File: config.mk
export PLATFORM = sky130hd
export DESIGN_NAME = http_chunked_body_decoder
export DESIGN_NICKNAME = d
export VERILOG_FILES = /design/src/sv/hcbd_pkg.sv /design/src/sv/hcbd_in_reg.sv /design/src/sv/hcbd_core.sv /design/src/sv/hcbd_out_reg.sv /design/src/sv/http_chunked_body_decoder.sv
export SDC_FILE = /design/constraint.sdc
export NUM_CORES = 1
export LEC_CHECK = 0
export BUFFER_PORTS_ARGS = -buffer_cell sky130_fd_sc_hd__buf_2
export CAP_MARGIN = 30
export CORE_MARGIN = 2
export CORE_UTILIZATION = 30
export DETAILED_ROUTE_END_ITERATION = 8
export GPL_ROUTABILITY_DRIVEN = 0
export PLACE_DENSITY = 0.44
export SETUP_SLACK_MARGIN = 0.1
export SLEW_MARGIN = 20
export SYNTH_ARGS = -nofsm -noshare
export SYNTH_HDL_FRONTEND = slang
export SYNTH_SLANG_ARGS = --single-unit
File: constraint.sdc
create_clock -name clk_i -period 8 [get_ports clk_i]
set_clock_uncertainty 0.2 [all_clocks]
set_input_delay 0.8 -clock clk_i [delete_from_list [all_inputs] [get_ports clk_i]]
set_output_delay 0.8 -clock clk_i [all_outputs]
set_load 0.01 [all_outputs]
File: src/sv/hcbd_pkg.sv
// ----------------------------------------------------------------------------
// hcbd_pkg
// Types, codes and helpers shared by the chunked body decoder modules.
// ----------------------------------------------------------------------------
`default_nettype none

package hcbd_pkg;

  localparam int unsigned SIZE_BITS = 32;
  localparam int unsigned TDATA_W   = 16;

  localparam logic [7:0] CH_CR = 8'h0D;
  localparam logic [7:0] CH_LF = 8'h0A;

  typedef enum logic [6:0] {
    PH_SIZE    = 7'b0000001,
    PH_SIZE_LF = 7'b0000010,
    PH_DATA    = 7'b0000100,
    PH_TRL_CR  = 7'b0001000,
    PH_TRL_LF  = 7'b0010000,
    PH_DONE    = 7'b0100000,
    PH_ERROR   = 7'b1000000
  } phase_e;

  typedef enum logic [1:0] {
    ST_RUN   = 2'd0,
    ST_DONE  = 2'd1,
    ST_ERROR = 2'd2
  } status_e;

  typedef enum logic [2:0] {
    ERR_NONE        = 3'd0,
    ERR_NO_LINE_END = 3'd1,
    ERR_NO_DIGITS   = 3'd2,
    ERR_BODY_CUT    = 3'd3,
    ERR_TRAILER     = 3'd4
  } err_e;

  typedef struct packed {
    logic [7:0] data;
    logic       last;
  } item_t;

  typedef struct packed {
    logic       valid;
    logic [7:0] data;
    status_e    status;
    err_e       kind;
  } result_t;

  typedef struct packed {
    logic       ok;
    logic [3:0] val;
  } hex_t;

  // ASCII hex digit decode; letters map through their low nibble plus 9
  function automatic hex_t hex_value(logic [7:0] c);
    hex_t h;
    h.ok  = 1'b0;
    h.val = 4'd0;
    if (c >= 8'h30 && c <= 8'h39) begin
      h.ok  = 1'b1;
      h.val = c[3:0];
    end else if ((c >= 8'h61 && c <= 8'h66) || (c >= 8'h41 && c <= 8'h46)) begin
      h.ok  = 1'b1;
      h.val = c[3:0] + 4'd9;
    end
    return h;
  endfunction

endpackage

`default_nettype wire

File: src/sv/hcbd_in_reg.sv
// ----------------------------------------------------------------------------
// hcbd_in_reg
// Input register with a skid entry, so tready is a plain flop.
// ----------------------------------------------------------------------------
`default_nettype none

module hcbd_in_reg (
  input  logic           clk_i,
  input  logic           rst_ni,
  input  logic           valid_i,
  output logic           ready_o,
  input  hcbd_pkg::item_t item_i,
  output logic           valid_o,
  input  logic           ready_i,
  output hcbd_pkg::item_t item_o
);
  import hcbd_pkg::*;

  logic  main_vld_q, skid_vld_q;
  item_t main_q, skid_q;
  logic  accept, take;

  assign ready_o = !skid_vld_q;
  assign accept  = valid_i && ready_o;
  assign take    = main_vld_q && ready_i;
  assign valid_o = main_vld_q;
  assign item_o  = main_q;

  always_ff @(posedge clk_i or negedge rst_ni) begin
    if (!rst_ni) begin
      main_vld_q <= 1'b0;
      skid_vld_q <= 1'b0;
    end else if (skid_vld_q) begin
      if (take) begin
        skid_vld_q <= 1'b0;
      end
    end else if (accept) begin
      if (main_vld_q && !take) begin
        skid_vld_q <= 1'b1;
      end else begin
        main_vld_q <= 1'b1;
      end
    end else if (take) begin
      main_vld_q <= 1'b0;
    end
  end

  always_ff @(posedge clk_i) begin
    if (skid_vld_q) begin
      if (take) begin
        main_q <= skid_q;
      end
    end else if (accept) begin
      if (main_vld_q && !take) begin
        skid_q <= item_i;
      end else begin
        main_q <= item_i;
      end
    end
  end

endmodule

`default_nettype wire

File: src/sv/hcbd_core.sv
// ----------------------------------------------------------------------------
// hcbd_core
// Chunk framing state and the one-byte step: size line, payload, CRLF.
// ----------------------------------------------------------------------------
`default_nettype none

module hcbd_core (
  input  logic             clk_i,
  input  logic             rst_ni,
  input  logic             fire_i,
  input  hcbd_pkg::item_t   item_i,
  output hcbd_pkg::result_t result_o
);
  import hcbd_pkg::*;

  phase_e               phase_q, phase_d;
  logic [SIZE_BITS-1:0] left_q, left_d;
  logic                 digit_q, digit_d;
  logic                 skip_q, skip_d;
  logic                 ovf_q, ovf_d;
  err_e                 err_q, err_d;

  always_comb begin
    hex_t    hex;
    result_t res;
    hex        = hex_value(item_i.data);
    phase_d    = phase_q;
    left_d     = left_q;
    digit_d    = digit_q;
    skip_d     = skip_q;
    ovf_d      = ovf_q;
    err_d      = err_q;
    res.valid  = 1'b0;
    res.data   = 8'd0;
    res.status = ST_RUN;
    res.kind   = ERR_NONE;

    if (fire_i) begin
      case (phase_q)
        PH_SIZE: begin
          if (item_i.data == CH_CR) begin
            phase_d = PH_SIZE_LF;
          end else if (!skip_q && hex.ok) begin
            digit_d = 1'b1;
            // digit would carry past the counter: flag, report at LF
            if (left_q[SIZE_BITS-1 -: 4] != 4'd0) begin
              ovf_d = 1'b1;
            end else begin
              left_d = {left_q[SIZE_BITS-5:0], hex.val};
            end
          end else begin
            skip_d = 1'b1;
          end
        end
        PH_SIZE_LF: begin
          if (item_i.data == CH_LF) begin
            if (ovf_q) begin
              phase_d = PH_ERROR;
              err_d   = ERR_TRAILER;
            end else if (!digit_q) begin
              phase_d = PH_ERROR;
              err_d   = ERR_NO_DIGITS;
            end else if (left_q == '0) begin
              phase_d = PH_DONE;
            end else begin
              phase_d = PH_DATA;
            end
            digit_d = 1'b0;
            skip_d  = 1'b0;
            ovf_d   = 1'b0;
          end else if (item_i.data != CH_CR) begin
            // lone CR: treat as extension text
            skip_d  = 1'b1;
            phase_d = PH_SIZE;
          end
        end
        PH_DATA: begin
          res.valid = 1'b1;
          res.data  = item_i.data;
          left_d    = left_q - SIZE_BITS'(1);
          if (left_q == SIZE_BITS'(1)) begin
            phase_d = PH_TRL_CR;
          end
        end
        PH_TRL_CR: begin
          if (item_i.data == CH_CR) begin
            phase_d = PH_TRL_LF;
          end else begin
            phase_d = PH_ERROR;
            err_d   = ERR_TRAILER;
          end
        end
        PH_TRL_LF: begin
          if (item_i.data == CH_LF) begin
            phase_d = PH_SIZE;
          end else begin
            phase_d = PH_ERROR;
            err_d   = ERR_TRAILER;
          end
        end
        PH_DONE, PH_ERROR: begin
        end
        default: begin
          phase_d = PH_ERROR;
          err_d   = ERR_TRAILER;
        end
      endcase

      // body ends early
      if (item_i.last) begin
        if (phase_d == PH_SIZE || phase_d == PH_SIZE_LF) begin
          phase_d = PH_ERROR;
          err_d   = ERR_NO_LINE_END;
        end else if (phase_d == PH_DATA) begin
          phase_d = PH_ERROR;
          err_d   = ERR_BODY_CUT;
        end else if (phase_d == PH_TRL_CR || phase_d == PH_TRL_LF) begin
          phase_d = PH_ERROR;
          err_d   = ERR_TRAILER;
        end
      end

      if (phase_d == PH_DONE) begin
        res.status = ST_DONE;
      end else if (phase_d == PH_ERROR) begin
        res.status = ST_ERROR;
        res.kind   = err_d;
        res.valid  = 1'b0;
        res.data   = 8'd0;
      end

      // re-arm after the final byte
      if (item_i.last) begin
        phase_d = PH_SIZE;
        left_d  = '0;
        digit_d = 1'b0;
        skip_d  = 1'b0;
        ovf_d   = 1'b0;
        err_d   = ERR_NONE;
      end
    end
    result_o = res;
  end

  always_ff @(posedge clk_i or negedge rst_ni) begin
    if (!rst_ni) begin
      phase_q <= PH_SIZE;
      left_q  <= '0;
      digit_q <= 1'b0;
      skip_q  <= 1'b0;
      ovf_q   <= 1'b0;
      err_q   <= ERR_NONE;
    end else begin
      phase_q <= phase_d;
      left_q  <= left_d;
      digit_q <= digit_d;
      skip_q  <= skip_d;
      ovf_q   <= ovf_d;
      err_q   <= err_d;
    end
  end

endmodule

`default_nettype wire

File: src/sv/hcbd_out_reg.sv
// ----------------------------------------------------------------------------
// hcbd_out_reg
// Result register; reloads in the cycle its request is taken.
// ----------------------------------------------------------------------------
`default_nettype none

module hcbd_out_reg (
  input  logic             clk_i,
  input  logic             rst_ni,
  input  logic             load_i,
  input  hcbd_pkg::result_t result_i,
  output logic             ready_o,
  output logic             valid_o,
  input  logic             ready_i,
  output hcbd_pkg::result_t result_o
);
  import hcbd_pkg::*;

  logic    vld_q;
  result_t res_q;

  assign ready_o  = !vld_q || ready_i;
  assign valid_o  = vld_q;
  assign result_o = res_q;

  always_ff @(posedge clk_i or negedge rst_ni) begin
    if (!rst_ni) begin
      vld_q <= 1'b0;
    end else if (load_i) begin
      vld_q <= 1'b1;
    end else if (ready_i) begin
      vld_q <= 1'b0;
    end
  end

  always_ff @(posedge clk_i) begin
    if (load_i) begin
      res_q <= result_i;
    end
  end

endmodule

`default_nettype wire

File: src/sv/http_chunked_body_decoder.sv
// ----------------------------------------------------------------------------
// http_chunked_body_decoder
// HTTP/1.1 chunked transfer decoder, one body byte in, one result out.
// ----------------------------------------------------------------------------
// Takes one body byte per clock while the output is not stalled and returns
// exactly one result per byte, passed through an input register, then a result
// register. The framing state is updated once per byte, which sets the rate of
// one byte per clock. tuser on the output marks a payload byte. Status goes
// to done on the zero-size chunk and to error with a kind code on a framing
// fault; payload bytes already passed on before an error must be dropped by the
// consumer. The byte flagged with tlast reports the final status and
// re-arms the decoder for the next body.
`default_nettype none

module http_chunked_body_decoder (
  input  logic                          clk_i,
  input  logic                          rst_ni,
  input  logic                          s_axis_tvalid,
  output logic                          s_axis_tready,
  input  logic [7:0]                    s_axis_tdata,  // [7:0] in_byte
  input  logic                          s_axis_tlast,  // in_last
  output logic                          m_axis_tvalid,
  input  logic                          m_axis_tready,
  // [7:0] out_byte, [9:8] status, [12:10] error_kind, [15:13] zero
  output logic [hcbd_pkg::TDATA_W-1:0]  m_axis_tdata,
  output logic                          m_axis_tuser   // out_valid
);
  import hcbd_pkg::*;

  item_t   in_item, core_item;
  logic    core_vld, out_rdy, fire;
  result_t core_res, out_res;

  assign in_item.data = s_axis_tdata;
  assign in_item.last = s_axis_tlast;
  assign fire         = core_vld && out_rdy;

  hcbd_in_reg u_in_reg (
    .clk_i   (clk_i),
    .rst_ni  (rst_ni),
    .valid_i (s_axis_tvalid),
    .ready_o (s_axis_tready),
    .item_i  (in_item),
    .valid_o (core_vld),
    .ready_i (out_rdy),
    .item_o  (core_item)
  );

  hcbd_core u_core (
    .clk_i    (clk_i),
    .rst_ni   (rst_ni),
    .fire_i   (fire),
    .item_i   (core_item),
    .result_o (core_res)
  );

  hcbd_out_reg u_out_reg (
    .clk_i    (clk_i),
    .rst_ni   (rst_ni),
    .load_i   (fire),
    .result_i (core_res),
    .ready_o  (out_rdy),
    .valid_o  (m_axis_tvalid),
    .ready_i  (m_axis_tready),
    .result_o (out_res)
  );

  assign m_axis_tdata = {3'b000, out_res.kind, out_res.status, out_res.data};
  assign m_axis_tuser = out_res.valid;

endmodule

`default_nettype wire

==> results.json <==
{
  "outcome": "complete, no violations",
  "setup_tns_ps": 0,
  "syn_to_final_growth_pct": 13.54,
  "pin_count": 32,
  "cts_sinks": 80,
  "tightest_slew_ps": 901.4,
  "crit_path_max_fanout": 47,
  "switching_share": 0.2237,
  "min_path_type": "register to register",
  "rsz0062_at_grt": "false",
  "multiInputGateArea_um2": 2328,
  "synth.top_cell.area_share": 0.2501,
  "hold_viol": 0,
  "p_int_w": 0.0007082,
  "power_switching_w": 0.0002041,
  "worst_setup_path_start_kind": "register",
  "async_reset_ff_frac": 0.6000,
  "core_um2": 15260,
  "final_common_cell": "dfrtp_1",
  "synth_cell_types": 72,
  "n_fill_cell": 1582,
  "grt-ovfl-total": 0,
  "setup_violations": 0,
  "yosysTopAreaCell": "dfrtp_1",
  "reg2reg_depth": 7,
  "hold_end": "u_core.err_q[0]",
  "path_buf_inv": 1,
  "post_cts_buffers": 0,
  "synthFlopType": "dfrtp_1",
  "pwr-share-seq": 0.466,
  "ir_drop_v": 0.00009970,
  "min-delay-start": "u_core.err_q[0]",
  "grt_pass1_vias": 3919,
  "p_leak_nw": 2.103,
  "rrSetupSlack_ps": 4800,
  "dr.pass1.iters": 4,
  "netlist_top_cells_area": "dfrtp_1, edfxtp_1, o21ai_1",
  "dp.cells": 702,
  "drive_gt1_frac": 0.1555,
  "drv_slew": 0,
  "worst_ep_arrival_time_ps": 3090,
  "clock_path_buffers": 2,
  "grt_pass1_wl_mm": 21.20,
  "max_freq_ghz": 0.3123,
  "drt_iter0_markers": 226,
  "rr_startpoint": "u_core.phase_q[6]",
  "clk_latency_ps": 350,
  "start_util": 0.3082,
  "min_path_cells": 2,
  "slew_headroom": 0.3835,
  "utilization": 0.3499,
  "clockRootBuffer": "clkbuf_16",
  "layout.nets": 523,
  "regArea_um2": 2163,
  "crit_required_ps": 7890,
  "grtUsageTotal": 0.1635,
  "yosys_warnings": 0,
  "final_cell_mix": "dfrtp_1, o21ai_1, nand2_1",
  "drc": 0,
  "cpLargestDelayFamily": "simple AND/OR/NAND/NOR gates",
  "fp-row-count": 45,
  "diodes": 0,
  "p_comb_frac": 0.010,
  "tritoncts": "built",
  "netlist_area_um2": 4702,
  "avgRoutedWirePerCell_um": 17.93,
  "period_share": 0.4002,
  "die_h_um": 129.2,
  "cts_resized": 0,
  "synth-seq-cells": 80,
  "synth_seq_area_share": 0.4601,
  "cpMaxStageDelayCell": "or4_1",
  "dieArea_um2": 16690,
  "drt_wl_total_mm": 12.89,
  "clkTransAtPathRegs_ps": 70,
  "pwr_density_cell_nw_per_um2": 170.9,
  "timing.rr.end": "u_out_reg.result_o[0]",
  "htree_levels": 3,
  "antenna_found_initial": 0,
  "worstPathCellList": "or3_1 > or4_1 > buf_4 > mux2i_1 > o311a_1 > o21ai_0 > o211ai_1",
  "die_w_um": 129.2,
  "cp_slowest_stage_delay_ps": 610,
  "min_period_ps": 3202,
  "io_buffers": 28,
  "final_antenna_net_count": 0,
  "dp_hpwl_mm": 8.626,
  "synthCells": 487,
  "critPathCaptureType": "register",
  "finalPower_w": 0.0009122,
  "avgViaCountPerCell": 5.439,
  "grt_max_degree": 49,
  "finalNonFillerCells": 719,
  "synth_edf_count": 32,
  "critical_path_class": "register to register",
  "pwr-share-clk": 0.524,
  "cap_violations": 0,
  "path_depth": 7,
  "syn_avg_cell_area_um2": 9.655,
  "cts_made_buffers": 9,
  "hold_buffers": 0,
  "vias": 3911
}
## power groups by stage
stage          combinational, W  clock [W]  sequential, W
6_report             0.00000931   0.000478       0.000425
5_1_grt               0.0000109   0.000508       0.000424
4_1_cts              0.00000996   0.000492       0.000425
3_5_place_dp         0.00000995          0       0.000433
3_3_place_gp         0.00000970          0       0.000433
2_1_floorplan        0.00000182          0       0.000433
## cell type report
cell class                      instances  area share
Tap cell                              211     0.04945
Clock inverter                          7     0.02039
Timing Repair Buffer                   35     0.03750
Clock buffer                            9     0.04218
Sequential cell                        80      0.4052
Inverter                               13    0.009140
Multi-Input combinational cell        364      0.4361
## how the worst max path moves through the flow
stage	startpoint	endpoint	slack [ps]
after global routing	u_core.phase_q[3]	u_core.left_q[13]	4640
after global placement	m_axis_tready	u_core.left_q[12]	4390
after detailed placement	m_axis_tready	u_core.left_q[12]	4310
after CTS	m_axis_tready	u_core.left_q[12]	4690
after floorplan	u_core.phase_q[6]	u_out_reg.result_o[0]	5310
final	u_core.phase_q[6]	u_out_reg.result_o[0]	4800
## stage by stage
step	area (µm²)	setup slack (ps)	hold slack, ps
after floorplan	4710	5308	243.6
after global placement	4984	4386	269.4
after detailed placement	4984	4311	281.0
after CTS	5318	4686	299.3
after global routing	5339	4638	343.6
final	5339	4798	300.8
## synthesized netlist by cell type (3+ instances only)
cell	number
nor3_1	18
o21ai_0	25
or3_1	4
buf_6	5
inv_1	11
o21a_1	3
buf_4	3
nor2_1	30
and3_1	9
o211ai_1	4
clkbuf_1	19
a22o_1	12
o21ai_1	40
a31oi_1	5
or4_1	8
nor2b_1	4
nand2b_1	10
nand2_1	38
dfrtp_1	47
buf_2	5
nand4_1	4
o22ai_1	5
nor4_1	18
o31ai_1	5
ha_1	7
a22oi_1	3
mux2_2	9
nand3_1	7
a21oi_1	35
edfxtp_1	32
## per-layer routing
metal	track usage	vias to the layer above	share of wire
li1	-	1906	-
met1	0.2176	1918	0.47
met2	0.2653	77	0.48
met3	0.04253	10	0.040
met4	0.04284	0	0.011
met5	0	-	0
## state kept, by name, indices dropped and copies added, names as in the netlist, 3 cells and up
register	cells
u_core.err_q	3
u_core.left_q	32
u_core.phase_q	7
u_in_reg.item_o	9
u_in_reg.skid_q	9
u_out_reg.result_o	14
## worst reg2reg max path: cells and delay by family, from the launching register on
kind / cells / cell delay [ps]
AOI/OAI and AO/OA: 3 / 650
and+or+nand+nor: 2 / 1120
DFF: 1 / 470
buffers and inverters: 1 / 330
muxes: 1 / 170
## cells by family after synthesis
kind of cell             synth area share
buffers and inverters             0.04763
AND/OR/NAND/NOR                    0.2006
AO/OA/AOI/OAI                      0.2445
other                           0.0007975
adder cells (fa/ha/maj)           0.01863
XOR/XNOR                         0.001863
multiplexers                      0.02581
flip-flops                         0.4601
Power figures use the tool's default switching activity.
